### src/hdl/elev_pkg.sv
`timescale 1ns / 1ps

package elev_pkg;

  // building geometry
  localparam int FLW = 4;
  localparam int FLOOR_W = 6;
  localparam int TOP = 10;
  localparam logic [FLW-1:0] TOP_F = FLW'(TOP);
  localparam logic [FLW-1:0] CUR_RST = FLW'(1);

  // input function codes
  localparam logic FUNC_PRESS = 1'b0;
  localparam logic FUNC_MOVE = 1'b1;

  // direction codes
  localparam logic [1:0] DIR_DOWN = 2'd0;
  localparam logic [1:0] DIR_STOP = 2'd1;
  localparam logic [1:0] DIR_UP = 2'd2;

  // result status codes
  localparam logic [2:0] ST_ACCEPTED = 3'd0;
  localparam logic [2:0] ST_HERE = 3'd1;
  localparam logic [2:0] ST_INVALID = 3'd2;
  localparam logic [2:0] ST_PASSING = 3'd3;
  localparam logic [2:0] ST_ARRIVED = 3'd4;
  localparam logic [2:0] ST_NO_REQ = 3'd5;

  // shared unit operations
  localparam logic [1:0] ALU_PASS = 2'd0;
  localparam logic [1:0] ALU_INC = 2'd1;
  localparam logic [1:0] ALU_DEC = 2'd2;

  typedef struct packed {
    logic [1:0] op;
    logic [FLW-1:0] a;
    logic [FLW-1:0] b;
  } alu_req_t;

  typedef struct packed {
    logic [FLW-1:0] res;
    logic lt;
    logic eq;
    logic gt;
  } alu_rsp_t;

endpackage

### src/hdl/elev_alu.sv
`timescale 1ns / 1ps

module elev_alu (
  input  elev_pkg::alu_req_t req,
  output elev_pkg::alu_rsp_t rsp
);

  always_comb begin
    rsp.res = req.a;
    unique case (req.op)
      elev_pkg::ALU_PASS: rsp.res = req.a;
      elev_pkg::ALU_INC:  rsp.res = req.a + elev_pkg::FLW'(1);
      elev_pkg::ALU_DEC:  rsp.res = req.a - elev_pkg::FLW'(1);
      default:            rsp.res = req.a;
    endcase
    rsp.lt = (req.a < req.b);
    rsp.eq = (req.a == req.b);
    rsp.gt = (req.a > req.b);
  end

endmodule

### src/hdl/elevator_request_scheduler_unit.sv
`timescale 1ns / 1ps

// channel  direction  ports                                        handshake
// in       input      in_func, in_floor                            in_valid / in_ready
// out      output     out_status, out_where, out_heading, out_last out_valid / out_ready
//
// a press gives one beat
// a move is accepted, scans the TOP+1 request bits (one request bit per cycle through the
// shared compare unit), decides, then steps the car floor by floor, one beat per floor
// reset clears all requests, puts the car on floor 1 and sets the direction to stop
// an unaccepted beat holds input and stepping; in_ready is low until a move has finished

module elevator_request_scheduler_unit (
  input  logic                         clk,
  input  logic                         rst_n,
  input  logic                         in_valid,
  output logic                         in_ready,
  input  logic                         in_func,
  input  logic [elev_pkg::FLOOR_W-1:0] in_floor,
  output logic                         out_valid,
  input  logic                         out_ready,
  output logic [2:0]                   out_status,
  output logic [elev_pkg::FLW-1:0]     out_where,
  output logic [1:0]                   out_heading,
  output logic                         out_last
);

  localparam logic [1:0] S_IDLE = 2'd0;
  localparam logic [1:0] S_SCAN = 2'd1;
  localparam logic [1:0] S_DECIDE = 2'd2;
  localparam logic [1:0] S_STEP = 2'd3;

  logic [1:0] state_r, state_nxt;
  logic [elev_pkg::TOP:0] req_r, req_nxt;
  logic [elev_pkg::FLW-1:0] cur_r, cur_nxt;
  logic [1:0] dir_r, dir_nxt;
  logic [elev_pkg::FLW-1:0] idx_r, idx_nxt;
  logic up_r, up_nxt;
  logic down_r, down_nxt;

  logic out_valid_r, out_valid_nxt;
  logic [2:0] out_status_r, out_status_nxt;
  logic [elev_pkg::FLW-1:0] out_where_r, out_where_nxt;
  logic [1:0] out_heading_r, out_heading_nxt;
  logic out_last_r, out_last_nxt;

  logic out_free;
  logic in_fire;
  logic [1:0] new_dir;
  logic at_end;
  elev_pkg::alu_req_t alu_req;
  elev_pkg::alu_rsp_t alu_rsp;

  elev_alu u_alu (
    .req(alu_req),
    .rsp(alu_rsp)
  );

  assign out_free = !out_valid_r || out_ready;
  assign in_ready = (state_r == S_IDLE) && out_free;
  assign in_fire = in_valid && in_ready;

  assign out_valid = out_valid_r;
  assign out_status = out_status_r;
  assign out_where = out_where_r;
  assign out_heading = out_heading_r;
  assign out_last = out_last_r;

  // scan rule
  always_comb begin
    new_dir = elev_pkg::DIR_STOP;
    if (dir_r == elev_pkg::DIR_UP) begin
      new_dir = up_r ? elev_pkg::DIR_UP : (down_r ? elev_pkg::DIR_DOWN : elev_pkg::DIR_STOP);
    end else if (dir_r == elev_pkg::DIR_DOWN) begin
      new_dir = down_r ? elev_pkg::DIR_DOWN : (up_r ? elev_pkg::DIR_UP : elev_pkg::DIR_STOP);
    end else begin
      new_dir = up_r ? elev_pkg::DIR_UP : (down_r ? elev_pkg::DIR_DOWN : elev_pkg::DIR_STOP);
    end
  end

  // the shared unit compares during the scan and steps the car during travel
  always_comb begin
    alu_req.op = elev_pkg::ALU_PASS;
    alu_req.a = idx_r;
    alu_req.b = cur_r;
    if (state_r == S_STEP) begin
      alu_req.op = (dir_r == elev_pkg::DIR_UP) ? elev_pkg::ALU_INC : elev_pkg::ALU_DEC;
      alu_req.a = cur_r;
      alu_req.b = (dir_r == elev_pkg::DIR_UP) ? elev_pkg::TOP_F : '0;
    end
  end

  assign at_end = (dir_r == elev_pkg::DIR_UP) ? !alu_rsp.lt : alu_rsp.eq;

  always_comb begin
    state_nxt = state_r;
    req_nxt = req_r;
    cur_nxt = cur_r;
    dir_nxt = dir_r;
    idx_nxt = idx_r;
    up_nxt = up_r;
    down_nxt = down_r;
    out_valid_nxt = out_valid_r && !out_ready;
    out_status_nxt = out_status_r;
    out_where_nxt = out_where_r;
    out_heading_nxt = out_heading_r;
    out_last_nxt = out_last_r;

    unique case (state_r)
      S_IDLE: begin
        if (in_fire) begin
          if (in_func == elev_pkg::FUNC_MOVE) begin
            idx_nxt = '0;
            up_nxt = 1'b0;
            down_nxt = 1'b0;
            state_nxt = S_SCAN;
          end else begin
            out_valid_nxt = 1'b1;
            out_heading_nxt = dir_r;
            out_last_nxt = 1'b1;
            out_where_nxt = cur_r;
            if (in_floor == elev_pkg::FLOOR_W'(cur_r)) begin
              out_status_nxt = elev_pkg::ST_HERE;
            end else if (in_floor > elev_pkg::FLOOR_W'(elev_pkg::TOP)) begin
              out_status_nxt = elev_pkg::ST_INVALID;
            end else begin
              req_nxt[in_floor[elev_pkg::FLW-1:0]] = 1'b1;
              out_status_nxt = elev_pkg::ST_ACCEPTED;
              out_where_nxt = in_floor[elev_pkg::FLW-1:0];
            end
          end
        end
      end
      S_SCAN: begin
        if (req_r[idx_r] && alu_rsp.gt) up_nxt = 1'b1;
        if (req_r[idx_r] && alu_rsp.lt) down_nxt = 1'b1;
        idx_nxt = idx_r + elev_pkg::FLW'(1);
        if (idx_r == elev_pkg::TOP_F) state_nxt = S_DECIDE;
      end
      S_DECIDE: begin
        if (new_dir != elev_pkg::DIR_STOP) begin
          dir_nxt = new_dir;
          state_nxt = S_STEP;
        end else if (out_free) begin
          dir_nxt = new_dir;
          out_valid_nxt = 1'b1;
          out_status_nxt = elev_pkg::ST_NO_REQ;
          out_where_nxt = cur_r;
          out_heading_nxt = new_dir;
          out_last_nxt = 1'b1;
          state_nxt = S_IDLE;
        end
      end
      S_STEP: begin
        if (out_free) begin
          out_valid_nxt = 1'b1;
          out_heading_nxt = dir_r;
          if (at_end) begin
            // shaft end with nothing found, kept for safety
            out_status_nxt = elev_pkg::ST_ARRIVED;
            out_where_nxt = cur_r;
            out_last_nxt = 1'b1;
            state_nxt = S_IDLE;
          end else begin
            cur_nxt = alu_rsp.res;
            out_where_nxt = alu_rsp.res;
            if (req_r[alu_rsp.res]) begin
              req_nxt[alu_rsp.res] = 1'b0;
              out_status_nxt = elev_pkg::ST_ARRIVED;
              out_last_nxt = 1'b1;
              state_nxt = S_IDLE;
            end else begin
              out_status_nxt = elev_pkg::ST_PASSING;
              out_last_nxt = 1'b0;
            end
          end
        end
      end
      default: state_nxt = S_IDLE;
    endcase
  end

  always_ff @(posedge clk) begin
    if (!rst_n) begin
      state_r <= S_IDLE;
      req_r <= '0;
      cur_r <= elev_pkg::CUR_RST;
      dir_r <= elev_pkg::DIR_STOP;
      out_valid_r <= 1'b0;
    end else begin
      state_r <= state_nxt;
      req_r <= req_nxt;
      cur_r <= cur_nxt;
      dir_r <= dir_nxt;
      out_valid_r <= out_valid_nxt;
    end
  end

  always_ff @(posedge clk) begin
    idx_r <= idx_nxt;
    up_r <= up_nxt;
    down_r <= down_nxt;
    out_status_r <= out_status_nxt;
    out_where_r <= out_where_nxt;
    out_heading_r <= out_heading_nxt;
    out_last_r <= out_last_nxt;
  end

`ifndef SYNTHESIS
  a_cur_in_range: assert property (@(posedge clk) disable iff (!rst_n)
    cur_r <= elev_pkg::TOP_F)
    else $error("car floor beyond top floor");

  a_no_req_here: assert property (@(posedge clk) disable iff (!rst_n)
    !req_r[cur_r])
    else $error("request pending on the current floor");

  a_passing_moves: assert property (@(posedge clk) disable iff (!rst_n)
    out_valid_r && out_status_r == elev_pkg::ST_PASSING |->
      out_heading_r != elev_pkg::DIR_STOP && !out_last_r)
    else $error("passing beat while stopped or marked last");

  a_busy_not_ready: assert property (@(posedge clk) disable iff (!rst_n)
    state_r != S_IDLE |-> !in_ready)
    else $error("input ready during a move");
`endif

endmodule

### config.mk
export PLATFORM = sky130hd
export DESIGN_NAME = elevator_request_scheduler_unit
export DESIGN_NICKNAME = d
export VERILOG_FILES = /design/src/hdl/elev_pkg.sv /design/src/hdl/elev_alu.sv /design/src/hdl/elevator_request_scheduler_unit.sv
export SDC_FILE = /design/constraint.sdc
export NUM_CORES = 1
export LEC_CHECK = 0
export BUFFER_PORTS_ARGS = -buffer_cell sky130_fd_sc_hd__buf_2
export CAP_MARGIN = 20
export CORE_MARGIN = 2
export CORE_UTILIZATION = 30
export CTS_BUF_LIST = sky130_fd_sc_hd__clkbuf_8
export DETAILED_ROUTE_END_ITERATION = 8
export PLACE_DENSITY = 0.58
export SLEW_MARGIN = 5
export SYNTH_ARGS = -nofsm -noshare
export SYNTH_HDL_FRONTEND = slang
export SYNTH_SLANG_ARGS = --single-unit
### constraint.sdc
create_clock -name clk -period 3.65 [get_ports clk]
set_input_delay 0.73 -clock clk [delete_from_list [all_inputs] [get_ports clk]]
set_output_delay 0.73 -clock clk [all_outputs]
set_load 0.05 [all_outputs]
==> flow_summary.yaml, run 1 <==
yosys:
  async_reset_ff_frac: 0
  seq_area_frac_synth: 0.3403
  synth_edf_count: 16
  synth_flop_cell: "dfxtp_1"
  synth.distinct_cells: 68
  synth_seq_cells: 36
  syn-cell-area_sq_um: 2589
  syn_nets: 323
  syn_inst: 304
  syn_area_per_cell_sq_um: 8.516
  ys_warn_count: 0
grt:
  grt_pass1_vias: 2167
  antenna_found_initial: 0
  grt_max_degree: 22
  grtUsageTotal: 0.1500
  overflow: 0
  grt_first_pass_wirelength_mm: 11.51
sta:
  grt_setup_unrepaired: "false"
  worstMarginPinSlew_ns: 0.7925
  period_share: 0.8919
  fin_ws_ns: 0.3945
  fmaxAchievable_mhz: 307.2
  finalSetupTns_ns: 0
  skew_ns: 0.006390
  hold_violations: 0
  setup_viol: 0
  worst_hold_slack_ns: 0.5243
  fin_crit_ns: 3.255
  max-slew-margin-rel: 0.4697
  slew_violations: 0
placement:
  hpwl_mm: 5.351
  place_area_sq_um: 2820
  place.gp.congestion: 0.8586
  port_buffers: 22
  dp_slack_ns: 0.2812
pwr:
  power_density_nw_per_um2: 346.9
  ir_drop_v: 0.0001347
  leakagePower_nw: 1.136
finish:
  seqCellArea_sq_um: 880.8
  nets: 344
  syn2layout_area_growth_pct: 13.24
  multi_input_area_sq_um: 1574
  fill_cells: 867
  diodes: 0
  final_area_sq_um: 2932
  drive_gt1_frac: 0.1810
worst_setup_path:
  critPathKind: "flip-flop to flip-flop"
  r2r_slack_ns: 0.39
  worstRegToRegCells: 11
  worstSetupEndpointType: "flip-flop"
  worst_ep_required_time_ns: 3.68
  crit_fanout: 14
  crit_arrival_ns: 3.28
  cp-start-kind: "flip-flop"
routing:
  first_pass_iters: 5
  wl_mm: 7.050
  drt-initial-drc-count: 177
  drc: 0
  vias: 2358
  wl_per_cell_um: 16.36
  antenna_left: 0
  vias_per_cell: 5.471
run:
  drv_cap: 0
cts:
  cts_tree: "done"
  clkSinkCount: 36
  htree_levels: 2
  cts_buffers: 5
  clockBufferDepth: 2
  cts_hold_buf: 0
  root_buffer: "clkbuf_8"
  clk_pin_slew_ns: 0.07
  clk_latency_ns: 0.29
floorplan:
  coreArea_sq_um: 8299
  ios: 23
  dieArea_sq_um: 9388
  core.rowCount: 33
  start_util: 0.3119
  chipHeight_um: 96.89
  die_w_um: 96.89
status:
  status: "complete, no violations"
hold_path:
  min_path_type: "flip-flop to flip-flop"
  whs_path_depth: 2
==> placed cells by master, fill, tap and decap left out, types with 8 or more instances in the layout <==
cell type	instances
buf_4	12
a21oi_1	23
inv_1	11
nor2_1	26
ha_1	8
o21ai_0	12
buf_2	22
nand2_1	35
dfxtp_1	20
nand3_1	12
edfxtp_1	16
==> where the power goes <==
group          switching (W)  internal [W]
combinational       0.000129     0.0000727
clock               0.000150      0.000200
sequential         0.0000224      0.000443
total               0.000301      0.000716
==> path summary, 6_finish.rpt <==
kind | from | end
worst max register to register | state_r[0]$_SDFFE_PN0P_ | out_status[1]$_DFFE_PP_
worst max-delay path | state_r[0]$_SDFFE_PN0P_ | out_status[1]$_DFFE_PP_
worst min-delay path | req_r[9]$_SDFFE_PN0P_ | req_r[9]$_SDFFE_PN0P_
worst min register to register | req_r[9]$_SDFFE_PN0P_ | req_r[9]$_SDFFE_PN0P_
==> sequential cells by signal, indices dropped and copies added (netlist names) <==
signal       count
up_r             1
req_r           11
cur_r            4
state_r          2
out_valid        1
out_heading      2
dir_r            2
down_r           1
out_where        4
out_last         1
idx_r            4
out_status       3
==> per-stage QoR <==
| stage | power [W] | utilization | cells |
|---|---|---|---|
| 4_1_cts | 0.001020 | 0.3528 | 431 |
| 6_report | 0.001017 | 0.3532 | 431 |
| 5_1_grt | 0.001064 | 0.3532 | 431 |
| 3_5_place_dp | 0.0006727 | 0.3398 | 423 |
| 3_3_place_gp | 0.0006716 | 0.3398 | 423 |
| 2_1_floorplan | 0.0006144 | - | 304 |
==> repair_timing <==
item,CTS,global route
gates resized for setup,0,1
endpoints found under the setup margin,0,1
buffers inserted,0,0
==> Yosys cell counts, types with 5 or more instances <==
cell / n / area [sq um]
nand2_1: 35 / 131.4
nor2_1: 26 / 97.59
a21oi_1: 23 / 115.1
dfxtp_1: 20 / 400.4
edfxtp_1: 16 / 480.5
nand3_1: 12 / 60.06
o21ai_0: 12 / 60.06
buf_2: 11 / 55.05
inv_1: 10 / 37.54
ha_1: 8 / 100.1
and2_1: 7 / 43.79
clkbuf_1: 7 / 26.28
mux2i_1: 7 / 70.07
nand2b_1: 7 / 43.79
nor3_1: 7 / 35.03
xor2_1: 7 / 61.31
nor2b_1: 5 / 31.28
==> worst max-delay path, stage by stage, from the launching register on <==
cell and delay, ns:
dfxtp_1 0.56, and2_1 0.21, buf_4 0.18, nand2_1 0.07
nand2_1 0.10, ha_1 0.30, nor2b_1 0.16, o2111ai_1 0.09
a21oi_1 0.09, a21oi_1 0.57, mux2i_2 0.50, o21ai_0 0.15
==> cell type report <==
type / instances / area share
clock buffer: 5 / 0.02347
clock inverter: 3 / 0.01323
multi-input combinational: 238 / 0.5369
tap: 105 / 0.04481
sequential: 36 / 0.3005
inverter: 10 / 0.01280
timing repair buffer: 34 / 0.06829
==> metal layers <==
metal / GRT usage / up-vias / part of all wire
met1: 0.2021 / 1105 / 0.46
met3: 0.03324 / 14 / 0.049
li1: - / 1168 / -
met5: 0 / - / 0
met2: 0.2382 / 71 / 0.46
met4: 0.04875 / 0 / 0.026
==> cell families (layout without fill, tap and decap cells) <==
group           after synthesis  count (layout)  share of synthesized area
compound gates               89              89                     0.2441
xor+xnor                     11              11                    0.03722
buf+inv                      30              52                    0.05317
fa+ha+maj                     9               9                    0.04302
flops                        36              36                     0.3403
mux                          11              11                    0.05317
simple gates                118             118                     0.2291
No activity file was read; power rests on OpenSTA's default activity.
==> run 2: changes to the inputs <==
--- a/config.mk
+++ b/config.mk
@@ -7,11 +7,11 @@
 export LEC_CHECK = 0
 export BUFFER_PORTS_ARGS = -buffer_cell sky130_fd_sc_hd__buf_2
 export CAP_MARGIN = 20
-export CORE_MARGIN = 2
+export CORE_MARGIN = 3
 export CORE_UTILIZATION = 30
 export CTS_BUF_LIST = sky130_fd_sc_hd__clkbuf_8
 export DETAILED_ROUTE_END_ITERATION = 8
-export PLACE_DENSITY = 0.58
+export PLACE_DENSITY_LB_ADDON = 0.3
 export SLEW_MARGIN = 5
 export SYNTH_ARGS = -nofsm -noshare
 export SYNTH_HDL_FRONTEND = slang
==> run 2 against run 1 <==
Final area is 1.7% lower; largest power group unchanged; count of clock-buffer cells in the layout unchanged; routed wire length fell by 1.5%; first-iteration DRC count is 7.9% lower; die area grew 4.2%; sequential share of layout area is 0.54 points higher; global-route usage shrank 0.75 points; via count shrank 0.72%; fmax down 1.3%; hold slack worse by 0.011 ns.
==> flow_summary.yaml, run 2 (same netlist as run 1, synthesis figures left out) <==
worst_setup_path:
  crit_arrival_ns: 3.35
  critPathKind: "flip-flop to flip-flop"
  worst_ep_required_time_ns: 3.70
  cp-start-kind: "flip-flop"
  worstSetupEndpointType: "flip-flop"
  crit_fanout: 14
sta:
  setup_viol: 0
  max-slew-margin-rel: 0.4628
  slew_violations: 0
  finalSetupTns_ns: 0
  fin_crit_ns: 3.300
  skew_ns: 0.005516
  fin_ws_ns: 0.3501
  fmaxAchievable_mhz: 303.0
  period_share: 0.9041
  hold_violations: 0
  grt_setup_unrepaired: "false"
  worstMarginPinSlew_ns: 0.8028
cts:
  root_buffer: "clkbuf_8"
  clk_pin_slew_ns: 0.07
  cts_tree: "done"
  clk_latency_ns: 0.30
  cts_buffers: 5
  cts_hold_buf: 0
  clkSinkCount: 36
  ctsResizeCount: 0
  postCtsSetupBuffers: 0
  htree_levels: 2
  clockBufferDepth: 2
floorplan:
  die_w_um: 98.89
  ios: 23
  core.rowCount: 33
  start_util: 0.3119
  chipHeight_um: 98.89
  coreArea_sq_um: 8299
  dieArea_sq_um: 9779
finish:
  syn2layout_area_growth_pct: 11.26
  regMostFlops: "req_r"
  fill_cells: 870
  seqCellArea_sq_um: 880.8
  diodes: 0
  multi_input_area_sq_um: 1570
  final_cell_mix: "35 x nand2_1, 26 x nor2_1, 23 x a21oi_1"
  final_common_cell: "nand2_1"
  drive_gt1_frac: 0.1703
  largest_register_ffs: 11
  nets: 341
grt:
  grtUsageTotal: 0.1425
  overflow: 0
  grt_first_pass_wirelength_mm: 11.22
  grt_pass1_vias: 2188
  antenna_found_initial: 0
  grt_max_degree: 22
routing:
  wl_mm: 6.941
  drt-initial-drc-count: 163
  vias: 2341
  first_pass_iters: 4
  vias_per_cell: 5.470
  wl_per_cell_um: 16.22
  antenna_left: 0
  drc: 0
placement:
  hpwl_mm: 5.361
  place.gp.congestion: 0.9382
  port_buffers: 22
  dp_slack_ns: 0.4667
run:
  drv_cap: 0
pwr:
  power_density_nw_per_um2: 326.2
  ir_drop_v: 0.0001294
  leakagePower_nw: 1.108
status:
  status: "complete, no violations"
hold_path:
  min_path_type: "flip-flop to flip-flop"
run 2: cell types whose count changed in the layout (fill, tap and decap cells not counted), sizes merged:
| cell | previous run | this run |
|---|---|---|
| buf | 34 | 31 |
| clkinv | 1 | 3 |
| bufinv | 1 | 0 |
| inv | 11 | 10 |
run 2: final cells by class:
| type | instances | share of cell area |
|---|---|---|
| sequential | 36 | 0.3058 |
| clock inverter | 3 | 0.004778 |
| inverter | 10 | 0.01303 |
| multi-input combinational | 238 | 0.5452 |
| timing repair buffer | 31 | 0.06169 |
| tap | 105 | 0.04561 |
| clock buffer | 5 | 0.02389 |
run 2: worst paths after layout:
| check | startpoint | endpoint | slack (ns) | cells past startpoint |
|---|---|---|---|---|
| min | req_r[4]$_SDFFE_PN0P_ | req_r[4]$_SDFFE_PN0P_ | 0.51 | 2 |
| min reg2reg | req_r[4]$_SDFFE_PN0P_ | req_r[4]$_SDFFE_PN0P_ | 0.51 | 2 |
| max reg2reg | state_r[0]$_SDFFE_PN0P_ | out_last$_SDFFCE_PP1P_ | 0.35 | 11 |
| max | state_r[0]$_SDFFE_PN0P_ | out_last$_SDFFCE_PP1P_ | 0.35 | 11 |
run 2: critical path, stage by stage (launching register included):
cell and delay [ns]:
dfxtp_1 0.55, and2_1 0.23, nand2_1 0.13, and2_1 0.18, inv_1 0.06, ha_1 0.33, and4_1 0.25, a221oi_1 0.30
a32oi_1 0.14, mux2i_1 0.29, mux2i_1 0.26, or2_2 0.33
run 2: metrics by stage:
stage,util,cell area [sq um],std cells,hold slack [ns],total power [W]
3_3_place_gp,0.3371,2798,420,0.5071,0.0006652
6_report,0.3471,2880,428,0.5135,0.0009395
4_1_cts,0.3471,2880,428,0.5133,0.0009468
5_1_grt,0.3471,2880,428,0.5382,0.0009844
2_1_floorplan,-,2589,304,0.4594,0.0006144
3_5_place_dp,0.3371,2798,420,0.5014,0.0006661
run 2: metal layers:
metal / up-vias / share of wire / global-route usage
li1: 1161 / - / -
met1: 1095 / 0.46 / 0.1888
met2: 79 / 0.46 / 0.2319
met3: 6 / 0.066 / 0.03185
met4: 0 / 0.0097 / 0.04202
met5: - / 0 / 0
run 2: power breakdown:
group          switching (W)  internal, W
Sequential         0.0000230     0.000443
Clock               0.000149     0.000130
Combinational       0.000126    0.0000687
==> run 3: changes to the inputs <==
--- a/config.mk
+++ b/config.mk
@@ -7,6 +7,7 @@
 export LEC_CHECK = 0
 export BUFFER_PORTS_ARGS = -buffer_cell sky130_fd_sc_hd__buf_2
 export CAP_MARGIN = 20
+export CORE_ASPECT_RATIO = 1.1
 export CORE_MARGIN = 3
 export CORE_UTILIZATION = 30
 export CTS_BUF_LIST = sky130_fd_sc_hd__clkbuf_8
==> run 3 against run 2 <==
Via count is 1.5% higher; fmax is 2.9% lower; combinational power hardly changed; hold slack better by 0.016 ns; setup slack worse by 0.099 ns; final area is 0.65% higher; routed wire length is 1.5% higher; first-iteration DRC count is 47% higher; clock power is 4% higher; non-clock buffer count is 1 higher; flip-flop and latch count stayed put; die area hardly changed.
==> flow_summary.yaml, run 3 (same netlist as run 1, synthesis figures left out) <==
status:
  status: "complete, no violations"
routing:
  antenna_left: 0
  wl_per_cell_um: 16.31
  first_pass_iters: 5
  drt-initial-drc-count: 240
  drc: 0
  wl_mm: 7.044
  vias: 2376
  vias_per_cell: 5.500
finish:
  nets: 342
  multi_input_area_sq_um: 1570
  final_area_sq_um: 2899
  drive_gt1_frac: 0.1698
  largest_register_ffs: 11
  fill_cells: 848
  final_common_cell: "nand2_1"
  regMostFlops: "req_r"
  final_cell_mix: "35 x nand2_1, 26 x nor2_1, 23 x a21oi_1"
  syn2layout_area_growth_pct: 11.99
  seqCellArea_sq_um: 880.8
  diodes: 0
cts:
  ctsResizeCount: 0
  clk_pin_slew_ns: 0.07
  clkSinkCount: 36
  postCtsSetupBuffers: 0
  htree_levels: 2
  cts_tree: "done"
  clockBufferDepth: 2
  root_buffer: "clkbuf_8"
  clk_latency_ns: 0.29
  cts_buffers: 5
  cts_hold_buf: 0
floorplan:
  ios: 23
  die_w_um: 94.57
  dieArea_sq_um: 9781
  core.rowCount: 34
  coreArea_sq_um: 8168
  start_util: 0.3169
  chipHeight_um: 103.4
worst_setup_path:
  worstSetupEndpointType: "flip-flop"
  worstRegToRegCells: 11
  worst_ep_required_time_ns: 3.83
  critPathKind: "flip-flop to flip-flop"
  cp-start-kind: "flip-flop"
  crit_arrival_ns: 3.58
  crit_fanout: 14
sta:
  period_share: 0.9313
  worstMarginPinSlew_ns: 0.8061
  fmaxAchievable_mhz: 294.2
  skew_ns: 0.006717
  hold_violations: 0
  max-slew-margin-rel: 0.4606
  fin_crit_ns: 3.399
  grt_setup_unrepaired: "false"
  slew_violations: 0
  finalSetupTns_ns: 0
  setup_viol: 0
pwr:
  leakagePower_nw: 1.122
  ir_drop_v: 0.0001037
  power_density_nw_per_um2: 328.0
hold_path:
  min_path_type: "flip-flop to flip-flop"
  whs_path_depth: 2
grt:
  grt_max_degree: 22
  grt_first_pass_wirelength_mm: 11.52
  antenna_found_initial: 0
  grt_pass1_vias: 2242
  grtUsageTotal: 0.1513
  overflow: 0
placement:
  place_area_sq_um: 2809
  port_buffers: 22
  hpwl_mm: 5.356
  place.gp.congestion: 0.8531
run:
  drv_cap: 0
[run 3: cell types whose count changed in the layout (fill, tap and decap cells not counted)]
cell,previous run,this run
buf_4,9,10
clkbuf_8,5,6
clkinv_1,1,0
clkinv_2,2,0
inv_1,10,12
[run 3: metal layers]
metal / up-vias / global-route usage / share of wire
li1: 1166 / - / -
met1: 1121 / 0.2016 / 0.47
met2: 76 / 0.2462 / 0.46
met3: 13 / 0.03111 / 0.053
met4: 0 / 0.04994 / 0.022
met5: - / 0 / 0
[run 3: report_power, final]
group	switching [W]	total (W)	internal, W
combinational	0.000124	0.000193	0.0000692
clock	0.000142	0.000290	0.000148
sequential	0.0000247	0.000468	0.000443
[run 3: worst paths after layout]
path                                         endpoint  slack (ns)               startpoint
worst max-delay path            req_r[1]$_SDFFE_PN0P_        0.25  state_r[1]$_SDFFE_PN0P_
worst min-delay path            req_r[4]$_SDFFE_PN0P_        0.53    req_r[4]$_SDFFE_PN0P_
worst max register to register  req_r[1]$_SDFFE_PN0P_        0.25  state_r[1]$_SDFFE_PN0P_
worst min register to register  req_r[4]$_SDFFE_PN0P_        0.53    req_r[4]$_SDFFE_PN0P_
[run 3: critical path, stage by stage (launching register included)]
cell and delay, ns:
dfxtp_1 0.58, and2_1 0.35, nand2_1 0.17, and2_1 0.19
inv_1 0.06, ha_1 0.33, nand3_1 0.25, nand3_1 0.13
a32oi_1 0.23, mux2i_1 0.15, or4_4 0.56, o311a_1 0.30
[run 3: through the flow]
step,total power (W),setup slack (ns),util,cells,hold WS (ns)
2_1_floorplan,0.0006144,0.6544,-,304,0.4594
3_3_place_gp,0.0006664,0.5154,0.3439,424,0.5209
3_5_place_dp,0.0006676,0.3846,0.3439,424,0.5120
4_1_cts,0.0009531,0.3670,0.3549,432,0.5206
5_1_grt,0.0009978,0.05615,0.3549,432,0.5559
6_report,0.0009510,0.2508,0.3549,432,0.5297
[run 3: final cells by class]
type / count / area share
multi-input cells: 238 / 0.5417
inverters: 10 / 0.01295
clock buffers: 6 / 0.02849
clock inverters: 2 / 0.002590
well taps: 108 / 0.04661
repair buffers: 32 / 0.06388
flip-flops and latches: 36 / 0.3038
